===== config.mk =====
export PLATFORM = sky130hd
export DESIGN_NAME = fpa_front
export DESIGN_NICKNAME = d
export VERILOG_FILES = /design/src/design/fixed_point_alu_q24_8_assert.svh /design/src/design/fpa_pkg.sv /design/src/design/fpa_front.sv
export SDC_FILE = /design/constraint.sdc
export NUM_CORES = 2
export LEC_CHECK = 0
export ABC_AREA = 0
export BUFFER_PORTS_ARGS = -buffer_cell sky130_fd_sc_hd__buf_2
export CORE_MARGIN = 2
export CORE_UTILIZATION = 55
export DETAILED_ROUTE_END_ITERATION = 10
export GPL_TIMING_DRIVEN = 0
export HOLD_SLACK_MARGIN = 0.12
export PLACE_DENSITY = 0.73
export REMOVE_ABC_BUFFERS = 1
export SLEW_MARGIN = 20
export SYNTH_ARGS = -nofsm -noshare
export SYNTH_HDL_FRONTEND = slang
export SYNTH_SLANG_ARGS = --single-unit
export TNS_END_PERCENT = 5

===== constraint.sdc =====
create_clock -name clk -period 1 [get_ports clk]
set_input_delay 0.2 -clock clk [delete_from_list [all_inputs] [get_ports clk]]
set_output_delay 0.2 -clock clk [all_outputs]
set_load 0.05 [all_outputs]

===== src/design/fixed_point_alu_q24_8_assert.svh =====
// Assertion macros for the fixed-point ALU.
// Clocked on clk, disabled while rst_n is low; needs nothing else.
`ifndef FIXED_POINT_ALU_Q24_8_ASSERT_SVH
`define FIXED_POINT_ALU_Q24_8_ASSERT_SVH

// Check that pre implies post in the same cycle.
`define FPA_ASSERT_IMPL(lbl, pre, post) \
    lbl: assert property (@(posedge clk) disable iff (!rst_n) (pre) |-> (post)) \
        else $error("fpa assertion failed");

// Check that a condition never holds.
`define FPA_ASSERT_NEVER(lbl, cond) \
    lbl: assert property (@(posedge clk) disable iff (!rst_n) !(cond)) \
        else $error("fpa assertion failed");

`endif


===== src/design/fpa_pkg.sv =====
// Shared types, opcodes and helpers for the fixed-point ALU.
// No dependencies.
package fpa_pkg;

    localparam int FRAC_BITS = 8;
    // Dividend is |a| scaled by 2^(FRAC_BITS+1) for round-to-nearest.
    localparam int DW = 33 + FRAC_BITS;
    localparam int FW = 32 + FRAC_BITS;

    typedef enum logic [3:0] {
        FN_ADD, FN_SUB, FN_MUL, FN_DIV, FN_GT, FN_LT, FN_GE, FN_LE,
        FN_EQ, FN_NE, FN_PREINC, FN_POSTINC, FN_PREDEC, FN_POSTDEC,
        FN_TOINT, FN_FROMINT
    } func_t;

    localparam logic [1:0] ST_OK   = 2'd0;
    localparam logic [1:0] ST_OVF  = 2'd1;
    localparam logic [1:0] ST_DIVZ = 2'd2;

    localparam logic [31:0] MAX32 = 32'h7FFF_FFFF;
    localparam logic [31:0] MIN32 = 32'h8000_0000;

    typedef struct packed {
        func_t              func;
        logic signed [31:0] res;
        logic signed [31:0] upd;
        logic               cmp;
        logic [1:0]         st;
        logic signed [63:0] prod;
        logic               neg;
        logic               bzero;
        logic [DW-1:0]      qd;
        logic [32:0]        rem;
        logic [31:0]        dvs;
    } pipe_t;

    typedef struct packed {
        logic [1:0]  st;
        logic [31:0] res;
    } sat_t;

    // Clamp a signed magnitude to 32 bits.
    function automatic sat_t sat_mag(input logic neg, input logic [63:0] mag);
        sat_t r;
        r.st  = ST_OK;
        r.res = neg ? (32'd0 - mag[31:0]) : mag[31:0];
        if (!neg && mag > {32'd0, MAX32}) begin
            r.st  = ST_OVF;
            r.res = MAX32;
        end else if (neg && mag > {32'd0, MIN32}) begin
            r.st  = ST_OVF;
            r.res = MIN32;
        end
        return r;
    endfunction

endpackage


===== src/design/fpa_front.sv =====
// Entry stage: decode, simple operations, multiply, divider setup.
// Depends on fpa_pkg.
module fpa_front
    import fpa_pkg::*;
(
    input  logic               clk,
    input  logic               rst_n,
    input  logic               en,
    input  logic               in_valid,
    input  logic [3:0]         func,
    input  logic signed [31:0] a_raw,
    input  logic signed [31:0] b_raw,
    output logic               valid_reg,
    output pipe_t              data_reg
);

    pipe_t              data_next;
    logic signed [32:0] sum;
    logic signed [32:0] dif;
    logic signed [FW-1:0] fi;
    logic [FW-32:0]     fi_hi;
    logic [31:0]        amag;
    logic [31:0]        bmag;

    // Compute simple results and operand magnitudes
    always_comb
    begin
        data_next       = '0;
        data_next.func  = func_t'(func);
        data_next.upd   = a_raw;
        data_next.st    = ST_OK;
        sum  = 33'(a_raw) + 33'(b_raw);
        dif  = 33'(a_raw) - 33'(b_raw);
        fi   = FW'(a_raw) <<< FRAC_BITS;
        fi_hi = fi[FW-1:31];
        amag = a_raw[31] ? (32'd0 - a_raw) : a_raw;
        bmag = b_raw[31] ? (32'd0 - b_raw) : b_raw;
        data_next.prod  = 64'(a_raw) * 64'(b_raw);
        data_next.neg   = a_raw[31] ^ b_raw[31];
        data_next.bzero = (b_raw == 32'sd0);
        data_next.qd    = {amag, {(FRAC_BITS + 1){1'b0}}};
        data_next.dvs   = bmag;
        case (func_t'(func))
            FN_ADD:
            begin
                data_next.res = sum[31:0];
                if (sum[32] != sum[31])
                begin
                    data_next.st  = ST_OVF;
                    data_next.res = sum[32] ? MIN32 : MAX32;
                end
            end
            FN_SUB:
            begin
                data_next.res = dif[31:0];
                if (dif[32] != dif[31])
                begin
                    data_next.st  = ST_OVF;
                    data_next.res = dif[32] ? MIN32 : MAX32;
                end
            end
            FN_GT: data_next.cmp = a_raw >  b_raw;
            FN_LT: data_next.cmp = a_raw <  b_raw;
            FN_GE: data_next.cmp = a_raw >= b_raw;
            FN_LE: data_next.cmp = a_raw <= b_raw;
            FN_EQ: data_next.cmp = a_raw == b_raw;
            FN_NE: data_next.cmp = a_raw != b_raw;
            FN_PREINC, FN_POSTINC:
            begin
                if (a_raw == MAX32)
                    data_next.st = ST_OVF;
                else
                    data_next.upd = a_raw + 32'sd1;
                data_next.res = (func_t'(func) == FN_PREINC) ? data_next.upd : a_raw;
            end
            FN_PREDEC, FN_POSTDEC:
            begin
                if (a_raw == MIN32)
                    data_next.st = ST_OVF;
                else
                    data_next.upd = a_raw - 32'sd1;
                data_next.res = (func_t'(func) == FN_PREDEC) ? data_next.upd : a_raw;
            end
            FN_TOINT: data_next.res = a_raw >>> FRAC_BITS;
            FN_FROMINT:
            begin
                data_next.res = fi[31:0];
                if (!(&fi_hi) && (|fi_hi))
                begin
                    data_next.st  = ST_OVF;
                    data_next.res = a_raw[31] ? MIN32 : MAX32;
                end
            end
            default: ;
        endcase
    end

    // Advance the entry stage
    always_ff @(posedge clk or negedge rst_n)
    begin
        if (!rst_n)
            valid_reg <= 1'b0;
        else if (en)
            valid_reg <= in_valid;
    end

    always_ff @(posedge clk)
    begin
        if (en)
            data_reg <= data_next;
    end

endmodule


After elaboration in Yosys (flattened, before gate mapping). Cells that the tools add are included.

Register bits after elaboration: 202. Bits in latches: 0. Bits in writable memories: 0. ROM bits: 0. Input port bits: 72. Logic and storage cells: 73. Memories: 0.

$add $sub $neg: 6. Multipliers: 1. Divide/modulo/power cells: 0. $lt $le $gt $ge: 4. Equal/unequal tests: 19. Shifts and indexed selects: 0. Muxes and demuxes: 21. Bitwise operators: 1. Reductions and logical operators: 8.

Operators with widths (count): two-way mux 32 bit (10); case mux 32 bit (6 select lines) (1); multiplier 32 x 32 -> 64 bit (1); case mux 32 bit (2 select lines) (1); subtractor 1 x 32 -> 32 bit, first input constant (2); two-way mux 31 bit (2); adder 32 x 32 -> 33 bit (1); subtractor 32 x 32 -> 33 bit (1); adder 32 x 2 -> 32 bit, second input constant (1); == test 32 x 31 -> 1 bit, second input constant (1); == test 32 bit (1); == test 32 bit, second input constant (1); == test 4 bit, second input constant (8); greater-or-equal comparator 32 bit (1); > comparator 32 bit (1); <= comparator 32 bit (1); logical NOT 32 bit (1); < comparator 32 bit (1); != test 32 bit (1); subtractor 32 x 2 -> 32 bit, second input constant (1); == test 4 x 3 -> 1 bit, second input constant (4); case mux 2 bit (5 select lines) (1); AND reduction 9 bit (1); OR reduction 9 bit (1); other kinds (9) (15).

Logic depth before layout (Yosys ltp).
Depth after elaboration: 5. Gate-level depth with buffers: 32. Depth with buffers taken out: 28.

Worst setup path after synthesis. OpenSTA, ideal clock, no wires.

Kind: input-to-reg. Start: input port a_raw[31]. End: register data_reg[164] in the netlist's numbering (data pin). Library setup time: 260 ps. Arrival time: 7843 ps. Setup slack: -7103 ps. Stages on the path: 28. Path buffers: 4. Cells stage by stage: clkbuf_1 -> clkbuf_1 -> buf_1 -> nand2_1 -> inv_1 -> fa_1 -> inv_1 -> fa_1 -> inv_1 -> fa_1 -> fa_1 -> inv_1 -> fa_1 -> inv_1 -> fa_1 -> inv_1 -> fa_1 -> fa_1 -> inv_1 -> ha_1 -> clkbuf_1 -> and3_1 -> nor2b_1 -> a211oi_1 -> o21ai_0 -> or3b_2 -> a21oi_1 -> xnor2_1.

RTL lines: from (decl) (RTL line fpa_front.sv:11) `input logic signed [31:0] a_raw,`; to (signal assigned) (RTL line fpa_front.sv:110) `data_reg <= data_next;`; to (decl) (RTL line fpa_front.sv:14) `output pipe_t data_reg`.

==> flow_metrics.tcl <==
set metrics [dict create \
    status "complete, but fails checks" \
    violations "setup timing" \
    drive_above_1_share_pct 17.2 \
    drc 0 \
    cts.sinks 201 \
    synthXorXnorAreaFrac_pct 3.90 \
    ios 316 \
    synth-edff-count 200 \
    worst_slew_margin_rel_pct 24.0 \
    min_to "data_reg[125]$_DFFE_PP_" \
    fin_skew_ns 0 \
    crit_required_ns 1.36 \
    fp.coreArea_mm2 0.0914 \
    yosysSeqAreaShare_pct 11.9 \
    hp-start "en" \
    port_buffers 272 \
    hold_depth 1 \
    largest_register_ffs 200 \
    numCtsBuffers 23 \
    grt-ovfl-total 0 \
    grt_pass1_vias 44600 \
    min_path_type "input pin to flip-flop" \
    h-tree-depth 1 \
    clk_pin_slew_ns 0.06 \
    final_util_pct 65.8 \
    syn_inst 5531 \
    cts_tree "built" \
    arrival_ns 7.61 \
    fin_nets 7159 \
    crit_top_cell "fa_1" \
    fp.dieH_um 307 \
    synth_top_family_by_area "adder cells" \
    tightest_slew_ns 1.14 \
    crit_type "input pin to flip-flop" \
    first_iter_violations 5026 \
    grt_usage_pct 38.6 \
    setup_viol 390 \
    yosys_warnings 0 \
    vias_per_cell 6.16 \
    die-area_mm2 0.0942 \
    reg2reg_slack_ns 0.26 \
    root_buffer "clkbuf_16" \
    wl_per_cell_um 26.3 \
    vias 42900 \
    worstSetupEndpointType "flip-flop" \
    antenna_found_initial 5 \
    synth.avg_cell_area_um2 9.13 \
    worst_slack_ns -6.25 \
    place_hpwl_mm 116 \
    grt_pass1_wl_mm 271 \
    ant_nets 0 \
    grt_max_degree 100 \
    min_period_ns 7.25 \
    slowest_stage "fa_1" \
    cp_max_fo 4 \
    nFillCells 6925 \
    max_stage_delay_ns 0.55 \
    dr.pass1.iters 6 \
    max_freq_mhz 138 \
    gp_congestion 0.955 \
    wl_mm 183 \
    synth_area_mm2 0.0505 \
    cts_max_path_buffers 3 \
    crit_path_start_kind "input pin" \
    synth_mux_area_share_pct 0.146 \
    reg2reg_depth 1 \
    multi_input_area_mm2 0.0414 \
    rr_startpoint "valid_reg$_DFFE_PN0P_" \
    period_share_pct 725 \
    clk_latency_ns 0.61 \
    rows 111 \
    synth_compound_area_share_pct 8.44 \
    area_growth_pct 19.1 \
    dieWidth_um 307 \
    ys_types 76 \
    worstReg2RegEnd "valid_reg$_DFFE_PN0P_" \
    regArea_mm2 0.00603 \
    synth_ff_type "edfxtp_1" \
    rsz0062_at_grt "yes" \
    synthAdderAreaFrac_pct 49.2 \
    async_reset_ff_share_pct 0.498 \
    synth-simple-area-share_pct 15.2 \
    cap_violations 0 \
    drv_slew 0 \
    hold_violations 0 \
    ys_ff_latch 201 \
    initial_core_util_pct 55.3 \
]
-- worst max-delay path: cells and delay by family --
| family | cells | cell delay [ns] |
|---|---|---|
| fa+ha+maj | 9 | 4.02 |
| buf+inv | 10 | 1.28 |
| simple gates | 4 | 0.45 |
| compound gates | 6 | 1.51 |
| xor+xnor | 1 | 0.13 |
-- final cells by class --
cell class | count | area share [%]
clock buffer | 26 | 0.993
inverter | 1046 | 6.99
clock inverter | 15 | 0.360
tap | 1186 | 2.47
timing repair buffer | 547 | 10.2
multi-input combinational | 3929 | 68.9
sequential | 201 | 10.0
timing repair inverter | 2 | 0.0250
antenna | 4 | 0.0166
-- repair_timing --
action,4_1_cts,5_1_grt
hold buffers,47,1
buffers inserted,113,62
resized for setup,662,296
pin swaps,128,88
endpoints found under the setup margin,393,392
cloned,39,5
hold endpoints to repair,112,59
-- Yosys cell counts, types with 42 or more instances --
cell type / n / area [µm²]
a21oi_1: 186 / 931
buf_4: 43 / 323
clkbuf_1: 306 / 1150
and2_1: 360 / 2250
ha_1: 253 / 3170
nand3_1: 76 / 380
buf_1: 42 / 158
fa_1: 1084 / 21700
xnor2_1: 184 / 1610
nor3_1: 54 / 270
a21o_1: 48 / 360
nor2_1: 336 / 1260
nand2_1: 644 / 2420
o21ai_0: 178 / 891
edfxtp_1: 200 / 6010
inv_1: 1030 / 3870
-- stage by stage --
step | cells | hold slack (ns) | setup slack (ns) | area [µm²] | TNS, ns
final | 6956 | 0.0286 | -6.25 | 60100 | -596.97
after CTS | 6886 | 0.0274 | -6.04 | 58300 | -604.51
after floorplan | 5176 | -0.0956 | -6.36 | 49000 | -581.58
after global placement | 6634 | -0.0258 | -10.16 | 51800 | -1611.43
after detailed placement | 6646 | -0.0246 | -9.95 | 52100 | -975.70
after global routing | 6952 | 0.0434 | -6.35 | 60100 | -615.82
-- layer usage --
layer | GRT usage, % | wire length (µm) | share of wire [%]
met1 | 46.9 | 61000 | 33
met2 | 58.7 | 80700 | 44
met5 | 0.207 | 53 | 0.029
met3 | 13.0 | 26300 | 14
met4 | 25.6 | 15200 | 8.3
-- cells by family (layout without fill, tap and decap cells) --
| family | after synthesis | count (layout) |
|---|---|---|
| compound gates | 676 | 676 |
| xor+xnor | 225 | 225 |
| fa+ha+maj | 1337 | 1337 |
| buf+inv | 1443 | 1636 |
| flops | 201 | 201 |
| mux | 7 | 7 |
| other cells | 1 | 47 |
| simple gates | 1641 | 1641 |
-- cell usage in the layout (no fill, tap or decap), drive strengths merged, types with 19 or more instances in the layout --
master / count
fa: 1084
inv: 1022
nand2: 644
buf: 456
and2: 361
nor2: 336
ha: 253
edfxtp: 200
a21oi: 187
xnor2: 184
o21ai: 180
nand3: 76
nor3: 54
a21o: 48
dlygate4sd3: 48
conb: 43
xor2: 41
bufbuf: 37
a221oi: 37
clkbuf: 32
nand4: 28
nand2b: 28
clkinvlp: 27
a31oi: 27
o211ai: 26
o31ai: 26
or3: 24
nor4: 21
a211oi: 20
o22ai: 19
-- worst max path at each step --
stage,cells past startpoint,endpoint,slack [ns],from
after detailed placement,28,data_reg[169]$_DFFE_PP_,-9.95,a_raw[17]
after CTS,27,data_reg[169]$_DFFE_PP_,-6.04,a_raw[8]
after global routing,28,data_reg[169]$_DFFE_PP_,-6.35,b_raw[1]
after floorplan,22,data_reg[164]$_DFFE_PP_,-6.36,a_raw[31]
final,30,data_reg[157]$_DFFE_PP_,-6.25,b_raw[1]
after global placement,23,data_reg[169]$_DFFE_PP_,-10.16,b_raw[31]
Power is not shown: default switching activity piles up to over one toggle a cycle in this logic, so the estimate is an artifact.
