==> src/design/fixed_point_alu_q24_8_assert.svh <==
// Assertion macros for the fixed-point ALU.
// Clocked on clk, disabled while rst_n is low; needs nothing else.
`ifndef FIXED_POINT_ALU_Q24_8_ASSERT_SVH
`define FIXED_POINT_ALU_Q24_8_ASSERT_SVH

// Check that pre implies post in the same cycle.
`define FPA_ASSERT_IMPL(lbl, pre, post) \
    lbl: assert property (@(posedge clk) disable iff (!rst_n) (pre) |-> (post)) \
        else $error("fpa assertion failed");

// Check that a condition never holds.
`define FPA_ASSERT_NEVER(lbl, cond) \
    lbl: assert property (@(posedge clk) disable iff (!rst_n) !(cond)) \
        else $error("fpa assertion failed");

`endif

==> src/design/fpa_pkg.sv <==
// Shared types, opcodes and helpers for the fixed-point ALU.
// No dependencies.
package fpa_pkg;

    localparam int FRAC_BITS = 8;
    // Dividend is |a| scaled by 2^(FRAC_BITS+1) for round-to-nearest.
    localparam int DW = 33 + FRAC_BITS;
    localparam int FW = 32 + FRAC_BITS;

    typedef enum logic [3:0] {
        FN_ADD, FN_SUB, FN_MUL, FN_DIV, FN_GT, FN_LT, FN_GE, FN_LE,
        FN_EQ, FN_NE, FN_PREINC, FN_POSTINC, FN_PREDEC, FN_POSTDEC,
        FN_TOINT, FN_FROMINT
    } func_t;

    localparam logic [1:0] ST_OK   = 2'd0;
    localparam logic [1:0] ST_OVF  = 2'd1;
    localparam logic [1:0] ST_DIVZ = 2'd2;

    localparam logic [31:0] MAX32 = 32'h7FFF_FFFF;
    localparam logic [31:0] MIN32 = 32'h8000_0000;

    typedef struct packed {
        func_t              func;
        logic signed [31:0] res;
        logic signed [31:0] upd;
        logic               cmp;
        logic [1:0]         st;
        logic signed [63:0] prod;
        logic               neg;
        logic               bzero;
        logic [DW-1:0]      qd;
        logic [32:0]        rem;
        logic [31:0]        dvs;
    } pipe_t;

    typedef struct packed {
        logic [1:0]  st;
        logic [31:0] res;
    } sat_t;

    // Clamp a signed magnitude to 32 bits.
    function automatic sat_t sat_mag(input logic neg, input logic [63:0] mag);
        sat_t r;
        r.st  = ST_OK;
        r.res = neg ? (32'd0 - mag[31:0]) : mag[31:0];
        if (!neg && mag > {32'd0, MAX32}) begin
            r.st  = ST_OVF;
            r.res = MAX32;
        end else if (neg && mag > {32'd0, MIN32}) begin
            r.st  = ST_OVF;
            r.res = MIN32;
        end
        return r;
    endfunction

endpackage

==> src/design/fpa_back.sv <==
// Exit stage: rounding and saturation of mul and div, output registers.
// Depends on fpa_pkg.
module fpa_back
    import fpa_pkg::*;
(
    input  logic               clk,
    input  logic               rst_n,
    input  logic               en,
    input  logic               valid_in,
    input  pipe_t              data_in,
    output logic               out_valid,
    output logic signed [31:0] result_raw,
    output logic signed [31:0] updated_a,
    output logic               compare_true,
    output logic [1:0]         status
);

    logic        valid_reg;
    logic [31:0] res_reg;
    logic [31:0] upd_reg;
    logic        cmp_reg;
    logic [1:0]  st_reg;
    logic [31:0] res_next;
    logic [1:0]  st_next;
    logic [63:0] pmag;
    logic [63:0] mmag;
    logic [DW-1:0] q;
    sat_t        s;

    localparam logic [63:0] HALF = 64'((64'd1 << FRAC_BITS) >> 1);

    // Round and clamp the long results
    always_comb
    begin
        res_next = data_in.res;
        st_next  = data_in.st;
        pmag = data_in.prod[63] ? (64'd0 - data_in.prod) : data_in.prod;
        mmag = (pmag + HALF) >> FRAC_BITS;
        q    = (data_in.qd + DW'(1)) >> 1;
        s    = sat_mag(1'b0, 64'd0);
        case (data_in.func)
            FN_MUL:
            begin
                s = sat_mag(data_in.prod[63], mmag);
                res_next = s.res;
                st_next  = s.st;
            end
            FN_DIV:
            begin
                s = sat_mag(data_in.neg, 64'(q));
                res_next = s.res;
                st_next  = s.st;
                if (data_in.bzero)
                begin
                    res_next = 32'd0;
                    st_next  = ST_DIVZ;
                end
            end
            default: ;
        endcase
    end

    // Hold the result beat until taken
    always_ff @(posedge clk or negedge rst_n)
    begin
        if (!rst_n)
            valid_reg <= 1'b0;
        else if (en)
            valid_reg <= valid_in;
    end

    always_ff @(posedge clk)
    begin
        if (en)
        begin
            res_reg <= res_next;
            upd_reg <= data_in.upd;
            cmp_reg <= data_in.cmp;
            st_reg  <= st_next;
        end
    end

    assign out_valid    = valid_reg;
    assign result_raw   = res_reg;
    assign updated_a    = upd_reg;
    assign compare_true = cmp_reg;
    assign status       = st_reg;

endmodule

==> config.mk <==
export PLATFORM = sky130hd
export DESIGN_NAME = fpa_back
export DESIGN_NICKNAME = d
export VERILOG_FILES = /design/src/design/fixed_point_alu_q24_8_assert.svh /design/src/design/fpa_pkg.sv /design/src/design/fpa_back.sv
export SDC_FILE = /design/constraint.sdc
export NUM_CORES = 1
export LEC_CHECK = 0
export ABC_AREA = 0
export BUFFER_PORTS_ARGS = -buffer_cell sky130_fd_sc_hd__buf_2
export CORE_AREA = 2 2 101 177
export CTS_CLUSTER_DIAMETER = 100
export CTS_CLUSTER_SIZE = 28
export DETAILED_ROUTE_END_ITERATION = 10
export DIE_AREA = 0 0 103 179
export PLACE_DENSITY_LB_ADDON = 0.25
export SETUP_SLACK_MARGIN = 0.05
export SLEW_MARGIN = 20
export SYNTH_ARGS = -nofsm -noshare
export SYNTH_HDL_FRONTEND = slang
export SYNTH_SLANG_ARGS = --single-unit
==> constraint.sdc <==
create_clock -name clk -period 1.2 [get_ports clk]
set_input_delay 0.24 -clock clk [delete_from_list [all_inputs] [get_ports clk]]
set_output_delay 0.24 -clock clk [all_outputs]
set_load 0.05 [all_outputs]
==> metrics, run 1 <==
Synth Flop Type sky130_fd_sc_hd__edfxtp_1; root buf cell sky130_fd_sc_hd__clkbuf_16; post-synthesis sequential element count 68; GRT Overall Usage 81.4%; clock sink total 68; Initial Util 55.9%; IO Count 315; height of the die 179 µm; Yosys warnings 0; routability congestion estimate 1.00; Synth Cell Area 9570 µm²; detailed-placement wirelength estimate 33.7 mm; number of nets in the synthesized netlist 1472; sequential area share after synthesis 21.3%; Run Error [ERROR GRT-0116] Global routing finished with congestion. Check the congestion regions in the DRC Viewer.; die width 103 µm; pin count of the biggest net entering global routing 37; share of synthesized registers carrying an async set or reset 1.47%; H-Tree Level Count 3; Max clock buf depth 2; count of buffers inserted at the top-level ports 249; Setup Slack @ Placement -3.83 ns; wire length of the first global-routing pass 116 mm; post-synthesis area per instance 7.85 µm²; result of the run stopped before the end; stage at which the run stopped global routing; via count of the first global-routing pass 19000; remaining global-route overflow 330; fraction of synthesized cell area taken by the top area cell type 21.0%; Synth Instances 1219; number of buffers created by CTS 9; ranking of synthesized cells by area sky130_fd_sc_hd__edfxtp_1, sky130_fd_sc_hd__xnor2_1, sky130_fd_sc_hd__xor2_1, sky130_fd_sc_hd__nand2_1, sky130_fd_sc_hd__nor2_1; count of flip-flops with a built-in enable after synthesis 67; distinct cell type count after synthesis 93; library cell with the highest instance count after synthesis sky130_fd_sc_hd__nand2_1; ranking of synthesized cells by instance count sky130_fd_sc_hd__nand2_1, sky130_fd_sc_hd__xnor2_1, sky130_fd_sc_hd__nor2_1; cell taking the most area after synthesis sky130_fd_sc_hd__edfxtp_1; placement row count 64
-- per-layer routing --
| metal | GRT overflow | GRT usage [%] |
|---|---|---|
| met5 | 2 | 30.2 |
| met4 | 117 | 88.5 |
| met3 | 1 | 63.5 |
| met2 | 207 | 99.8 |
| met1 | 3 | 77.3 |
-- per-stage QoR --
stage	cells	TNS, ns	instance area [µm²]	hold slack [ns]	util (%)
4_1_cts	2147	-109.17	15800	0.0620	92.0
3_5_place_dp	2114	-123.15	14600	0.0167	85.0
2_1_floorplan	1219	-122.86	9700	-0.0556	-
3_3_place_gp	2114	-120.48	14600	0.0151	85.0
-- what timing repair did --
item | 4_1_cts
hold buffers | 1
setup endpoints to repair | 101
pin swaps | 28
gates resized for setup | 187
gates cloned | 2
hold endpoints to repair | 1
buffers inserted | 15
-- cells by family after synthesis --
kind of cell	share of synthesized area (%)
compound gates	24.4
xor+xnor	15.4
fa+ha+maj	0.784
buf+inv	4.51
flops	21.3
mux	1.54
simple gates	32.1
==> inputs of run 2 (changes only) <==
--- a/config.mk
+++ b/config.mk
@@ -7,13 +7,10 @@
 export LEC_CHECK = 0
 export ABC_AREA = 0
 export BUFFER_PORTS_ARGS = -buffer_cell sky130_fd_sc_hd__buf_2
-export CORE_AREA = 2 2 101 177
-export CTS_CLUSTER_DIAMETER = 100
-export CTS_CLUSTER_SIZE = 28
+export CORE_AREA = 2 2 158 160
 export DETAILED_ROUTE_END_ITERATION = 10
-export DIE_AREA = 0 0 103 179
-export PLACE_DENSITY_LB_ADDON = 0.25
-export SETUP_SLACK_MARGIN = 0.05
+export DIE_AREA = 0 0 160 162
+export PLACE_DENSITY_LB_ADDON = 0.15
 export SLEW_MARGIN = 20
 export SYNTH_ARGS = -nofsm -noshare
 export SYNTH_HDL_FRONTEND = slang
==> run 2 against run 1 <==
The flow now finishes, with violations (setup timing). Synthesized cell count did not move. Synthesized area did not move.
==> metrics, run 2 <==
power per standard cell area 672 nW/µm²; remaining global-route overflow 0; Placed Cells 2218 (+4.9%); final-layout worst hold slack 0.0784 ns; wire length of the first global-routing pass 59.0 mm; most frequent standard cell in the layout excluding fill and tap cells sky130_fd_sc_hd__buf_4; Synth Flop Type sky130_fd_sc_hd__edfxtp_1; minimum period implied by the final worst setup slack 4.52 ns; Avg Vias per Cell 5.51; distinct cell type count after synthesis 93 (unchanged); final worst slack -3.32 ns; later-pin clock latency in the skew report 0.33 ns; part of the cycle the worst path needs 377%; clock tree from TritonCTS built; Synth Cell Area 9570 µm² (unchanged); H-Tree Level Count 3 (unchanged); category of the critical setup timing path in -> reg; WP data required 1.37 ns; IO Count 315 (unchanged); Synth Instances 1219 (unchanged); Max Clock Skew 0 ns; Max Fanout on Critical Path 22; non-filler cells, final 2244; reg2reg path depth 1; max_slew headroom 49.4%; area growth from synthesis to layout 64.1%; Min-Delay Path Class in -> reg; routability congestion estimate 0.913 (-8.8%); cell taking the most area after synthesis sky130_fd_sc_hd__edfxtp_1; Routed WL per cell 16.7 µm; Max Cap Viol 0; Arrival @ worst endpoint 4.69 ns; total setup violations reported at the end of the flow 38; number of DRC markers after the initial detailed-route iteration 722; Non-Filler Cell Area, Final 15700 µm²; post-synthesis sequential element count 68 (unchanged); via count 12400; Initial Util 39.7% (-16 points); worst hold path cell count 1; Fin. Hold Viols 0; Setup Slack @ Placement -3.73 ns (+0.0969 ns); top library cells by usage in the layout, fill and taps aside sky130_fd_sc_hd__buf_4, sky130_fd_sc_hd__buf_2, sky130_fd_sc_hd__nand2_1; ranking of synthesized cells by area sky130_fd_sc_hd__edfxtp_1, sky130_fd_sc_hd__xnor2_1, sky130_fd_sc_hd__xor2_1, sky130_fd_sc_hd__nand2_1, sky130_fd_sc_hd__nor2_1; relative contribution of combinational cells to total power 47.8%; cell internal power dissipation 6.71 mW; number of antenna cells inserted 0; count of TritonRoute iterations in the first routing pass 5; placeable core region 24100 µm²; clock sink total 68 (unchanged); Worst-path clk slew 0.05 ns; pin count of the biggest net entering global routing 43; fin. max-slew vios 0; Worst VDD drop 0.000746 V; slew at the pin closest to its max-slew limit 0.753 ns; leakage dissipation 6.74 nW; ranking of synthesized cells by instance count sky130_fd_sc_hd__nand2_1, sky130_fd_sc_hd__xnor2_1, sky130_fd_sc_hd__nor2_1; Final Routed Wirelength 37.5 mm; Max clock buf depth 2 (unchanged); top achievable clock speed 221 MHz; number of design rule violations left after detail routing 0; count of buffers inserted at the top-level ports 249 (unchanged); detailed-placement wirelength estimate 31.1 mm (-7.8%); power share of the clock group 24.1%; Yosys warnings 0 (unchanged); post-synthesis area per instance 7.85 µm² (unchanged); number of antenna violations at the first check in global routing 0; library cell with the highest instance count after synthesis sky130_fd_sc_hd__nand2_1; share of synthesized registers carrying an async set or reset 1.47% (unchanged); DIE AREA 25900 µm²; number of buffers created by CTS 9 (unchanged); RSZ-0062 raised after global routing yes; result of the run finished with violations; crit path capture type flip-flop; post-detailed-route count of antenna-violating nets 0; placement row count 57 (-11%); via count of the first global-routing pass 12200; fraction of final layout cells with drive strength greater than 1 46.4%; startpoint class of the critical path input port; net switching power 3.85 mW; count of flip-flops with a built-in enable after synthesis 67 (unchanged); GRT Overall Usage 27.9%; total power 10.6 mW; violations in the final reports setup timing; fraction of power consumed by sequential logic 28.1%; fraction of synthesized cell area taken by the top area cell type 21.0% (unchanged); number of nets in the synthesized netlist 1472 (unchanged); switching portion of total power 36.4%; sequential area share after synthesis 21.3% (unchanged); die width 160 µm (+55%); Nets 2168; height of the die 162 µm (-9.5%); post-placement cell area 14800 µm² (+1.5%); root buf cell sky130_fd_sc_hd__clkbuf_16
## run 2: layout make-up
cell class	count	area [µm²]
fillers	2188	8390
multi-input cells	1051	7490
repair buffers	763	5410
flip-flops and latches	68	2040
well taps	324	405
clock buffers	10	229
inverters	22	82.6
clock inverters	6	65.1
## run 2: cells by family (layout without fill, tap and decap cells)
kind of cell / count (synthesis) / count (layout) / share of synthesized area [%]
AND/OR/NAND/NOR: 555 / 555 / 32.1
AO/OA/AOI/OAI: 308 / 308 / 24.4
XOR/XNOR: 168 / 168 / 15.4
buffers and inverters: 100 / 801 / 4.51
flip-flops: 68 / 68 / 21.3
multiplexers: 14 / 14 / 1.54
adder cells (fa/ha/maj): 6 / 6 / 0.784
## run 2: metrics by stage
step | util (%) | TNS [ns]
CTS | 63.7 | -107.70
global route | 65.2 | -115.05
detailed placement | 61.4 | -120.11
floorplan | - | -122.86
finish | 65.2 | -107.79
global placement | 61.4 | -118.70
## run 2: critical path, stage by stage
cell and delay, ns:
sky130_fd_sc_hd__buf_6 0.10, sky130_fd_sc_hd__nor4_4 0.32, sky130_fd_sc_hd__nand2_2 0.13, sky130_fd_sc_hd__o21ai_2 0.14
sky130_fd_sc_hd__xnor2_1 0.09, sky130_fd_sc_hd__ha_2 0.22, sky130_fd_sc_hd__buf_4 0.14, sky130_fd_sc_hd__buf_4 0.13
sky130_fd_sc_hd__a31oi_1 0.17, sky130_fd_sc_hd__o311ai_2 0.14, sky130_fd_sc_hd__buf_4 0.17, sky130_fd_sc_hd__xnor2_2 0.16
sky130_fd_sc_hd__a31oi_2 0.13, sky130_fd_sc_hd__or4_4 0.57, sky130_fd_sc_hd__o21bai_4 0.19, sky130_fd_sc_hd__or3_4 0.34
sky130_fd_sc_hd__or3b_4 0.42, sky130_fd_sc_hd__nor4_4 0.27, sky130_fd_sc_hd__o221ai_4 0.22, sky130_fd_sc_hd__buf_12 0.22
sky130_fd_sc_hd__o2111ai_2 0.18
## run 2: power by group through the flow
stage	clock (mW)	combinational (mW)	sequential, mW
global route	2.71	5.40	2.98
floorplan	0	1.79	3.68
finish	2.55	5.05	2.97
detailed placement	0	4.74	2.98
global placement	0	4.69	2.99
CTS	2.59	4.88	2.96
## run 2: timing repair
item,4_1_cts,5_1_grt
pin swaps,5,18
setup buffers,5,6
resized for setup,60,78
cloned,0,0
hold buffers,1,0
hold endpoints to repair,1,0
endpoints found under the setup margin,61,63
## run 2: path summary, 6_finish.rpt
path	from	endpoint	slack, ns
min reg2reg	out_valid	out_valid	0.53
min in group asynchronous	rst_n	out_valid	0.22
max	data_in[108]	result_raw[17]	-3.32
min	data_in[197]	updated_a[22]	0.08
max in group asynchronous	rst_n	out_valid	0.89
max reg2reg	out_valid	out_valid	0.44
## run 2: routing by layer
metal | wire length [µm] | vias up | global-route usage, %
met5 | 0 | - | 0
met4 | 1180 | 0 | 9.42
met3 | 2150 | 80 | 3.65
met2 | 18300 | 407 | 50.1
met1 | 15800 | 5807 | 34.5
li1 | - | 6077 | -
Power figures use the tool's default switching activity.
