File: src/design/fixed_point_alu_q24_8_assert.svh
// Assertion macros for the fixed-point ALU.
// Clocked on clk, disabled while rst_n is low; needs nothing else.
`ifndef FIXED_POINT_ALU_Q24_8_ASSERT_SVH
`define FIXED_POINT_ALU_Q24_8_ASSERT_SVH

// Check that pre implies post in the same cycle.
`define FPA_ASSERT_IMPL(lbl, pre, post) \
    lbl: assert property (@(posedge clk) disable iff (!rst_n) (pre) |-> (post)) \
        else $error("fpa assertion failed");

// Check that a condition never holds.
`define FPA_ASSERT_NEVER(lbl, cond) \
    lbl: assert property (@(posedge clk) disable iff (!rst_n) !(cond)) \
        else $error("fpa assertion failed");

`endif

File: src/design/fpa_pkg.sv
// Shared types, opcodes and helpers for the fixed-point ALU.
// No dependencies.
package fpa_pkg;

    localparam int FRAC_BITS = 8;
    // Dividend is |a| scaled by 2^(FRAC_BITS+1) for round-to-nearest.
    localparam int DW = 33 + FRAC_BITS;
    localparam int FW = 32 + FRAC_BITS;

    typedef enum logic [3:0] {
        FN_ADD, FN_SUB, FN_MUL, FN_DIV, FN_GT, FN_LT, FN_GE, FN_LE,
        FN_EQ, FN_NE, FN_PREINC, FN_POSTINC, FN_PREDEC, FN_POSTDEC,
        FN_TOINT, FN_FROMINT
    } func_t;

    localparam logic [1:0] ST_OK   = 2'd0;
    localparam logic [1:0] ST_OVF  = 2'd1;
    localparam logic [1:0] ST_DIVZ = 2'd2;

    localparam logic [31:0] MAX32 = 32'h7FFF_FFFF;
    localparam logic [31:0] MIN32 = 32'h8000_0000;

    typedef struct packed {
        func_t              func;
        logic signed [31:0] res;
        logic signed [31:0] upd;
        logic               cmp;
        logic [1:0]         st;
        logic signed [63:0] prod;
        logic               neg;
        logic               bzero;
        logic [DW-1:0]      qd;
        logic [32:0]        rem;
        logic [31:0]        dvs;
    } pipe_t;

    typedef struct packed {
        logic [1:0]  st;
        logic [31:0] res;
    } sat_t;

    // Clamp a signed magnitude to 32 bits.
    function automatic sat_t sat_mag(input logic neg, input logic [63:0] mag);
        sat_t r;
        r.st  = ST_OK;
        r.res = neg ? (32'd0 - mag[31:0]) : mag[31:0];
        if (!neg && mag > {32'd0, MAX32}) begin
            r.st  = ST_OVF;
            r.res = MAX32;
        end else if (neg && mag > {32'd0, MIN32}) begin
            r.st  = ST_OVF;
            r.res = MIN32;
        end
        return r;
    endfunction

endpackage

File: src/design/fpa_div_stage.sv
// One restoring-division step: one quotient bit per stage.
// Depends on fpa_pkg.
module fpa_div_stage
    import fpa_pkg::*;
(
    input  logic  clk,
    input  logic  rst_n,
    input  logic  en,
    input  logic  valid_in,
    input  pipe_t data_in,
    output logic  valid_reg,
    output pipe_t data_reg
);

    pipe_t       data_next;
    logic [32:0] sh;
    logic        take;

    // Shift in the next dividend bit and try a subtract
    always_comb
    begin
        data_next = data_in;
        sh   = {data_in.rem[31:0], data_in.qd[DW-1]};
        take = sh >= {1'b0, data_in.dvs};
        data_next.rem = take ? (sh - {1'b0, data_in.dvs}) : sh;
        data_next.qd  = {data_in.qd[DW-2:0], take};
    end

    always_ff @(posedge clk or negedge rst_n)
    begin
        if (!rst_n)
            valid_reg <= 1'b0;
        else if (en)
            valid_reg <= valid_in;
    end

    always_ff @(posedge clk)
    begin
        if (en)
            data_reg <= data_next;
    end

endmodule

File: config.mk
export PLATFORM = sky130hd
export DESIGN_NAME = fpa_div_stage
export DESIGN_NICKNAME = d
export VERILOG_FILES = /design/src/design/fixed_point_alu_q24_8_assert.svh /design/src/design/fpa_pkg.sv /design/src/design/fpa_div_stage.sv
export SDC_FILE = /design/constraint.sdc
export NUM_CORES = 1
export LEC_CHECK = 0
export BUFFER_PORTS_ARGS = -buffer_cell sky130_fd_sc_hd__buf_2
export CAP_MARGIN = 20
export CORE_AREA = 2 2 192 194
export CTS_CLUSTER_SIZE = 30
export DETAILED_ROUTE_END_ITERATION = 8
export DIE_AREA = 0 0 194 196
export SYNTH_ARGS = -nofsm -noshare
export SYNTH_HDL_FRONTEND = slang
export SYNTH_SLANG_ARGS = --single-unit
export TNS_END_PERCENT = 1
File: constraint.sdc
create_clock -name clk -period 0.8 [get_ports clk]
set_input_delay 0.2 -clock clk [delete_from_list [all_inputs] [get_ports clk]]
set_output_delay 0.2 -clock clk [all_outputs]
set_load 0.01 [all_outputs]
# Word level (Yosys, flattened, before mapping)
# Index checks and enable logic that the tools add are counted.
word_totals:
  register_bits: 244
  wordCells: 15
  input_bits: 247
classes:
  mux: 1
  n_lt_le_gt_ge: 1
  add_sub_neg: 1
op_table:
  columns: ["cell", "count"]
  rows:
  - ["$ge 33x32->1", 1]
  - ["$mux 33", 1]
  - ["$sub 33x32->33", 1]

# Logic depth before layout (Yosys ltp)
# Gate-level depths: netlist (run 1).
depth:
  depth_word: 2
  ltp_mapped: 13
  depth_no_buf: 12

# Worst setup path before layout (run 1)
# No wires, ideal clock.
synth_path:
  path_type: "input-to-reg"
  startpoint: "input data_in[15] (netlist name)"
  endpoint: "register data_reg[64] (netlist name), data pin"
  setup_slack_ns: -2.101
  t_arrival_ns: 2.640
  required_time_ns: 0.540
  path_stages: 12
  path_buffers: 1
  cell_sequence: "inv_1 -> ha_1 -> buf_6 -> a21o_1 -> a211oi_2 -> inv_2 -> a2111oi_4 -> nand2_2 -> a221o_2 -> a221oi_4 -> o21ai_2 -> mux2_4"
synth_rtl:
  columns: ["element", "line", "rtl"]
  rows:
  - ["start, declared", "fpa_div_stage.sv:10", "input pipe_t data_in,"]
  - ["end signal, assigned", "fpa_div_stage.sv:40", "data_reg <= data_next;"]
  - ["end, declared", "fpa_div_stage.sv:12", "output pipe_t data_reg"]

==> out/metrics.csv, run 1 <==
metric;value;unit
Max Cap Violations;0;
CTS H-Tree Depth;1;
chip height;196;um
Routed WL;37200;um
clk_lat worst skew;0.54;ns
clk buf depth;3;
hold_buf cts;218;
routability cong.;0.8691;
Int Pwr;25670;uW
wire length per cell after detailed routing;19.21;um
Routed Antenna Nets;0;
clock group share of total power;0.340;
worst path arrival time;2.49;ns
Layout area overhead;79.66;%
register area share after synthesis;0.7601;
Fin Clk Skew;0;ns
vias;8428;
Crit Path Max Fanout;2;
period utilization;2.752;
max_slew headroom;0.7745;
Boundary Pins;491;
design area;17310;um^2
Worst Hold Class;in2reg;
top_reg_cell synth;edfxtp_1;
Pre-antenna DRT Iters;4;
I/O Buffers;489;
first-pass GRT wire length;53990;um
Nets;1725;
critical path endpoint category;register;
hold_ws;-0.01213;ns
static leakage;0.007586;uW
FF+latch count, synth;244;
largest net degree at the start of global routing;27;
Crit Path Class;in2reg;
clk sinks;244;
vias per cell;4.351;
RSZ-0062 raised after global routing;true;
Total Die Area;38020;um^2
Clock transition at path regs;0.06;ns
net load switching power;9043;uW
synthesized cell area;9633;um^2
core region area;36080;um^2
Starting Density;0.2670;
Sum Neg Setup Slack;-154.62;ns
CP required;1.09;ns
Synth area leader;edfxtp_1;
die width;194;um
Async SR Flop Fraction;0.004098;
Critical Path Source Type;primary input;
initial antenna violation count;3;
total of warnings raised by yosys;0;
Peak VDD IR;0.002171;V
Syn Nets;861;
switching share of power;0.2605;
worst-margin pin slew;0.3362;ns
crit path time final;2.202;ns
violated checks;hold timing, setup timing;
Num CTS Buffers;27;
Post-synth EDFFs;243;
FMAX;454.2;MHz
Synth area leaders;edfxtp_1 76%, ha_1 4.2%, a21oi_1 2.4%, inv_1 1.6%, xnor2_1 1.5%;
Slew Viols, Final;0;
Mapped Cells;581;
DRC viols;0;
total power per unit cell area;2006;nW/um^2
GR Overflow Total;0;
most common cell after layout, fill and taps aside;buf_2;
total track usage;0.1864;
vias in the first global route;8919;
Gate power share;0.206;
Placed Area;13880;um^2
post-synthesis cell type count;53;
most frequent cells in the layout;472 x buf_2, 243 x edfxtp_1, 218 x dlygate4sd3_1, 127 x buf_4, 39 x a21oi_1;
Seq pwr share;0.453;
share of the synthesized area in the top cell type;0.7575;
initial detailed-routing violation count;406;
Layout fillers;3193;
status;finished, violations left;
count of final setup violators;278;
layout cells sized above 1;0.5099;
Avg Synthesized Cell Area;16.58;um^2
max FFs per register;243;
TritonCTS clock tree;built;
CTS root buf;clkbuf_16;
post-layout worst setup margin;-1.402;ns
Final Hold Viols;4;
# rows;70;
post-DP HPWL;26670;um
## final timing paths
kind                                   from      endpoint  slack, ns  cells past startpoint
worst max-delay path            data_in[46]  data_reg[64]      -1.40                     11
worst min-delay path            data_in[43]  data_reg[44]      -0.01                      2
worst max register to register    valid_reg     valid_reg       0.06                      1
worst min register to register    valid_reg     valid_reg       0.51                      1
max in group asynchronous             rst_n     valid_reg       0.20                      3
min in group asynchronous             rst_n     valid_reg       0.50                      3
## critical path, stage by stage
cell and delay (ns):
buf_6 0.10, ha_4 0.23, a21o_1 0.18, a211oi_4 0.26, inv_2 0.07, a2111oi_4 0.20
nand2_2 0.13, a221o_2 0.39, a221oi_4 0.32, o21ai_2 0.10, mux2_4 0.30
## cell usage after synthesis (8+ instances only)
cell / instances
edfxtp_1: 243
nor2_1: 28
inv_1: 41
xnor2_1: 17
o21ai_0: 14
nor3_1: 8
a21oi_1: 46
ha_1: 32
a21o_1: 14
nand3_1: 11
xor2_1: 10
nand2_1: 15
mux2_1: 12
## routing by layer
metal	vias up	GRT usage	wire length, um
li1	3941	-	-
met1	4045	0.2187	14510
met2	361	0.3211	18330
met3	81	0.04040	2346
met4	0	0.09736	2018
met5	-	0	0
## cell families (layout without fill, tap and decap cells)
kind of cell,Yosys count,count (layout),share of synthesized area
flip-flops,244,244,0.7601
AO/OA/AOI/OAI,117,117,0.08287
AND/OR/NAND/NOR,91,91,0.04585
buffers and inverters,55,939,0.02624
adder cells (fa/ha/maj),33,33,0.04364
XOR/XNOR,27,27,0.02455
multiplexers,14,14,0.01675
other,0,4,0
## power groups by stage
stage / Clock [uW] / Combinational [uW] / Sequential [uW]
finish: 11800 / 7160 / 15700
global route: 12700 / 7670 / 15800
CTS: 12100 / 6980 / 15700
detailed placement: 0 / 5910 / 16000
global placement: 0 / 5850 / 16000
floorplan: 0 / 1740 / 16600
## through the flow
stage	power [uW]	std cells	hold WS, ns	setup slack [ns]	utilization
detailed placement	21860	1664	-0.02223	-2.051	0.3846
floorplan	18360	581	-0.09559	-1.803	-
CTS	34800	1931	-0.05641	-1.381	0.4737
global placement	21800	1664	-0.02400	-2.003	0.3846
global route	36150	1936	-0.02365	-1.473	0.4795
finish	34720	1937	-0.01213	-1.402	0.4796
## cell type report
cell class | instances | area [um^2] | area share
clock buffer | 30 | 686.9 | 0.03969
tap | 468 | 585.6 | 0.03383
timing repair buffer | 848 | 5963 | 0.3446
multi-input combinational | 282 | 2435 | 0.1407
sequential | 244 | 7322 | 0.4231
clock inverter | 19 | 138.9 | 0.008025
antenna | 4 | 10.01 | 0.0005784
inverter | 42 | 165.2 | 0.009543
## what timing repair did
item,CTS,global route
setup buffers,0,2
hold endpoints to repair,226,7
cloned,0,0
pin swaps,4,6
endpoints found under the setup margin,278,278
resized for setup,46,45
No activity file was read; power rests on OpenSTA's default activity.
==> run 2, diff against run 1 <==
--- a/config.mk
+++ b/config.mk
@@ -14,4 +14,4 @@
 export SYNTH_ARGS = -nofsm -noshare
 export SYNTH_HDL_FRONTEND = slang
 export SYNTH_SLANG_ARGS = --single-unit
-export TNS_END_PERCENT = 1
+export TNS_END_PERCENT = 10
==> out/metrics.csv, run 2 (synthesized netlist as in run 1, its figures left out) <==
metric;value;unit;change
worst-margin pin slew;0.4716;ns;was 0.3362 ns
Placed Area;13840;um^2;was 13880 um^2
Seq pwr share;0.443;;was 0.453
total power per unit cell area;2030;nW/um^2;was 2006 nW/um^2
max_slew headroom;0.6823;;was 0.7745
CP cell instances;buf_8 -> ha_4 -> nor2b_4 -> o31a_1 -> o221a_1 -> a211o_1 -> a41o_1 -> a31o_4 -> clkbuf_16 -> mux2_4;;was buf_6 -> ha_4 -> a21o_1 -> a211oi_4 -> inv_2 -> a2111oi_4 -> nand2_2 -> a221o_2 -> a221oi_4 -> o21ai_2 -> mux2_4
Int Pwr;26450;uW;was 25670 uW
delay-heaviest family, CP;compound AO/OA/AOI/OAI gates;;unchanged
clock group share of total power;0.348;;was 0.340
Slew Viols, Final;0;;unchanged
GR Overflow Total;0;;unchanged
# rows;70;;unchanged
routed wl met3;2252;um;was 2346 um
Gate power share;0.208;;was 0.206
Worst Hold Class;in2reg;;unchanged
post-layout worst setup margin;-1.435;ns;was -1.402 ns
Fin Clk Skew;0;ns;unchanged
max FFs per register;243;;unchanged
met2 wire len;19080;um;was 18330 um
wire length per cell after detailed routing;19.28;um;was 19.21 um
Routed WL;37560;um;was 37200 um
Layout area overhead;81.99;%;was 79.66%
Critical path buffers and inverters;2;;unchanged
Clock transition at path regs;0.06;ns;about the same
CP required;1.08;ns;was 1.09 ns
Num CTS Buffers;27;;unchanged
CP max stage cell;a31o_4;;was a221o_2
Cell Count, Final, Fillers Out;1948;;was 1937
status;finished, violations left;;unchanged
DRC viols;0;;unchanged
largest net degree at the start of global routing;45;;was 27
Top Layer Used;met4;;unchanged
net load switching power;9128;uW;was 9043 uW
worst path arrival time;2.51;ns;was 2.49 ns
Crit Path Class;in2reg;;unchanged
clk_lat worst skew;0.53;ns;was 0.54 ns
most common cell after layout, fill and taps aside;buf_2;;unchanged
vias in the first global route;8852;;was 8919
count of final setup violators;278;;unchanged
FMAX;447.4;MHz;was 454.2 MHz
met1 WL;14370;um;was 14510 um
chip height;196;um;unchanged
Max Cap Violations;0;;unchanged
Critical Path Source Type;primary input;;unchanged
TritonCTS clock tree;built;;unchanged
I/O Buffers;489;;unchanged
CTS root buf;clkbuf_16;;unchanged
violated checks;setup timing;;was hold timing, setup timing
Total Die Area;38020;um^2;unchanged
RSZ-0062 raised after global routing;true;;unchanged
crit path time final;2.235;ns;was 2.202 ns
routability cong.;0.8536;;was 0.8691
Nets;1739;;was 1725
hold_buf cts;218;;unchanged
CTS H-Tree Depth;1;;unchanged
Peak VDD IR;0.001669;V;was 0.002171 V
total track usage;0.1861;;was 0.1864
Routed Antenna Nets;0;;unchanged
first-pass GRT wire length;53800;um;was 53990 um
worst slack at placement;-2.009;ns;was -2.051 ns
# placed instances;1663;;was 1664
post-DP HPWL;26070;um;was 26670 um
period utilization;2.794;;was 2.752
clk buf depth;3;;unchanged
final core occ;0.4858;;was 0.4796
initial antenna violation count;2;;was 3
clk sinks;244;;unchanged
die width;194;um;unchanged
Crit Path Max Fanout;6;;was 2
vias per cell;4.358;;was 4.351
Starting Density;0.2670;;unchanged
design area;17530;um^2;was 17310 um^2
Final Hold Viols;0;;was 4
core region area;36080;um^2;unchanged
largest stage delay on the critical path;0.31;ns;was 0.39 ns
critical path endpoint category;register;;unchanged
vias;8489;;was 8428
static leakage;0.007706;uW;was 0.007586 uW
hold_ws;0.006999;ns;was -0.01213 ns
switching share of power;0.2566;;was 0.2605
most frequent cells in the layout;469 x buf_2, 243 x edfxtp_1, 218 x dlygate4sd3_1, 143 x buf_4, 33 x a21oi_1;;was 472 x buf_2, 243 x edfxtp_1, 218 x dlygate4sd3_1, 127 x buf_4, 39 x a21oi_1
initial detailed-routing violation count;407;;was 406
Pre-antenna DRT Iters;5;;was 4
layout cells sized above 1;0.5277;;was 0.5099
Boundary Pins;491;;unchanged
run 2: changes by cell type in the layout (fill, tap and decap cells not counted), sizes merged:
cell and change:
clkinvlp +1, inv +1, diode -2, clkbuf -1
clkinv -3, bufinv +2, buf +13
run 2: power by group through the flow:
stage                     Sequential, uW  Clock [uW]  Combinational [uW]
after CTS                          15700       12700                7020
after floorplan                    16600           0                1780
final                              15800       12400                7410
after global placement             16000           0                5770
after global routing               15900       13200                7910
after detailed placement           16000           0                5840
run 2: repair_timing:
action,in CTS,in global routing
setup endpoints to repair,278,278
gates cloned,2,1
resized for setup,50,70
buffers inserted,8,6
hold endpoints to repair,225,3
pin swaps,9,15
run 2: worst paths after layout:
| check | endpoint | depth (start not counted) | startpoint | slack (ns) |
|---|---|---|---|---|
| setup / recovery | data_reg[44] | 10 | data_in[32] | -1.44 |
| hold / removal | data_reg[45] | 2 | data_in[44] | 0.007 |
| setup reg to reg | valid_reg | 1 | valid_reg | 0.06 |
| hold reg to reg | valid_reg | 1 | valid_reg | 0.50 |
| max in group asynchronous | valid_reg | 3 | rst_n | 0.12 |
| min in group asynchronous | valid_reg | 3 | rst_n | 0.56 |
run 2: stage by stage:
| step | TNS, ns | power, uW |
|---|---|---|
| CTS | -163.56 | 35460 |
| global route | -169.23 | 36930 |
| floorplan | -56.11 | 18390 |
| detailed placement | -123.25 | 21820 |
| finish | -156.76 | 35580 |
| global placement | -121.49 | 21740 |
run 2: final cells by class:
type / count / area (um^2)
sequential: 244 / 7322
multi-input combinational: 282 / 2502
tap: 468 / 585.6
timing repair buffer: 862 / 6076
antenna: 2 / 5.005
clock inverter: 20 / 190.2
fill: 3141 / 18550
clock buffer: 28 / 679.4
inverter: 42 / 170.2
run 2: layer usage:
layer / vias up / global-route usage
met5: - / 0
met2: 372 / 0.3281
met4: 0 / 0.09596
met1: 4060 / 0.2150
met3: 87 / 0.03662
li1: 3970 / -
==> run 3, diff against run 2 <==
--- a/config.mk
+++ b/config.mk
@@ -8,9 +8,11 @@
 export BUFFER_PORTS_ARGS = -buffer_cell sky130_fd_sc_hd__buf_2
 export CAP_MARGIN = 20
 export CORE_AREA = 2 2 192 194
-export CTS_CLUSTER_SIZE = 30
+export CTS_CLUSTER_SIZE = 14
 export DETAILED_ROUTE_END_ITERATION = 8
 export DIE_AREA = 0 0 194 196
+export GPL_TIMING_DRIVEN = 0
+export RECOVER_POWER = 100
 export SYNTH_ARGS = -nofsm -noshare
 export SYNTH_HDL_FRONTEND = slang
 export SYNTH_SLANG_ARGS = --single-unit
==> out/metrics.csv, run 3 (synthesized netlist as in run 1, its figures left out) <==
metric;value;unit;change
status;finished, violations left;;unchanged
violated checks;setup timing;;unchanged
Max Cap Violations;0;;unchanged
net load switching power;9347;uW;was 9128 uW
RSZ-0062 raised after global routing;true;;unchanged
Critical Path Source Type;primary input;;unchanged
initial detailed-routing violation count;392;;was 407
CP required;1.11;ns;was 1.08 ns
post-layout worst setup margin;-1.481;ns;was -1.435 ns
GR Overflow Total;0;;unchanged
Int Pwr;26670;uW;was 26450 uW
worst path arrival time;2.59;ns;was 2.51 ns
most common cell after layout, fill and taps aside;buf_2;;unchanged
Layout area overhead;77.59;%;was 81.99%
vias;8100;;was 8489
Routed Antenna Nets;0;;unchanged
clk sinks;244;;unchanged
Fin Clk Skew;0;ns;unchanged
Peak VDD IR;0.002075;V;was 0.001669 V
crit path time final;2.281;ns;was 2.235 ns
Gate power share;0.196;;was 0.208
TritonCTS clock tree;built;;unchanged
post-DP HPWL;24940;um;was 26070 um
clk buf depth;3;;unchanged
Layout fillers;3213;;was 3141
vias per cell;4.350;;was 4.358
Num CTS Buffers;29;;was 27
vias in the first global route;8303;;was 8852
Worst Hold Class;in2reg;;unchanged
Crit Path Class;in2reg;;unchanged
core region area;36080;um^2;unchanged
worst-margin pin slew;0.7796;ns;was 0.4716 ns
Sum Neg Setup Slack;-197.00;ns;was -156.76 ns
I/O Buffers;489;;unchanged
chip height;196;um;unchanged
critical path endpoint category;register;;unchanged
total power per unit cell area;2105;nW/um^2;was 2030 nW/um^2
die width;194;um;unchanged
Total Die Area;38020;um^2;unchanged
layout cells sized above 1;0.4774;;was 0.5277
clock group share of total power;0.368;;was 0.348
period utilization;2.851;;was 2.794
Nets;1651;;was 1739
first-pass GRT wire length;51570;um;was 53800 um
largest net degree at the start of global routing;89;;was 45
Crit Path Max Fanout;8;;was 6
Clock transition at path regs;0.06;ns;about the same
clk_lat worst skew;0.56;ns;was 0.53 ns
Routed WL;36130;um;was 37560 um
count of final setup violators;449;;was 278
Final Hold Viols;0;;unchanged
hold_ws;0.07894;ns;was 0.006999 ns
max_slew headroom;0.4803;;was 0.6823
most frequent cells in the layout;473 x buf_2, 244 x dlygate4sd3_1, 243 x edfxtp_1, 35 x inv_1, 35 x clkbuf_16;;was 469 x buf_2, 243 x edfxtp_1, 218 x dlygate4sd3_1, 143 x buf_4, 33 x a21oi_1
# rows;70;;unchanged
CTS H-Tree Depth;1;;unchanged
static leakage;0.007307;uW;was 0.007706 uW
routability cong.;0.8454;;was 0.8536
FMAX;438.4;MHz;was 447.4 MHz
Slew Viols, Final;0;;unchanged
Pre-antenna DRT Iters;5;;unchanged
Starting Density;0.2670;;unchanged
max FFs per register;243;;unchanged
Seq pwr share;0.436;;was 0.443
wire length per cell after detailed routing;19.40;um;was 19.28 um
initial antenna violation count;1;;was 2
switching share of power;0.2596;;was 0.2566
total track usage;0.1785;;was 0.1861
Boundary Pins;491;;unchanged
DRC viols;0;;unchanged
CTS root buf;clkbuf_16;;unchanged
run 3: area by class of cell:
| class | count | area (um^2) | share of cell area |
|---|---|---|---|
| Sequential cell | 244 | 7322 | 0.4280 |
| Timing Repair Buffer | 761 | 5305 | 0.3101 |
| Multi-Input combinational cell | 282 | 2592 | 0.1515 |
| Clock buffer | 33 | 740.7 | 0.04330 |
| Tap cell | 468 | 585.6 | 0.03423 |
| Clock inverter | 20 | 206.4 | 0.01207 |
| Buffer | 11 | 182.7 | 0.01068 |
| Inverter | 42 | 170.2 | 0.009947 |
| Antenna cell | 1 | 2.502 | 0.0001463 |
run 3: power by group through the flow:
stage	clock, uW	combinational, uW	sequential, uW
2_1_floorplan	0	1780	16600
3_3_place_gp	0	5080	16000
3_5_place_dp	0	5160	16000
4_1_cts	13700	6640	15700
5_1_grt	14100	7530	15800
6_report	13200	7050	15700
run 3: per-layer routing:
metal	vias up	share of wire	wire length [um]	GRT usage
li1	3797	-	-	-
met1	3920	0.39	14130	0.2108
met2	325	0.51	18580	0.3187
met3	58	0.063	2261	0.04298
met4	0	0.032	1152	0.05864
met5	-	0	0	0
run 3: repair_timing:
action                     CTS  global route
cloned                       1             5
hold buffers               243             1
setup endpoints to repair  449           396
setup buffers               11            11
resized for setup           74            70
pin swaps                   12            23
hold endpoints to repair   242             1
run 3: per-stage QoR:
step	cell area [um^2]	worst slack, ns	util	power, uW	std cells
floorplan	9809	-1.803	-	18390	581
global placement	12840	-4.154	0.3559	21090	1538
detailed placement	12910	-2.701	0.3577	21110	1540
CTS	16700	-1.481	0.4628	36040	1847
global route	17110	-1.529	0.4740	37400	1861
finish	17110	-1.481	0.4741	36010	1862
run 3: worst paths after layout:
path	cells after the start	slack, ns	startpoint	endpoint
min in group asynchronous	3	0.49	rst_n	valid_reg
max in group asynchronous	3	0.20	rst_n	valid_reg
worst min register to register	1	0.51	valid_reg	valid_reg
worst max-delay path	11	-1.48	data_in[32]	data_reg[52]
worst min-delay path	2	0.08	data_in[51]	data_reg[52]
worst max register to register	1	0.06	valid_reg	valid_reg
run 3: worst max-delay path: stages:
cell and delay, ns:
buf_8 0.10, ha_4 0.23, nor2b_4 0.12, o31a_1 0.28, o221a_1 0.27, a211o_4 0.30
a41o_1 0.23, a31o_4 0.26, buf_12 0.15, clkbuf_16 0.18, o221a_1 0.28
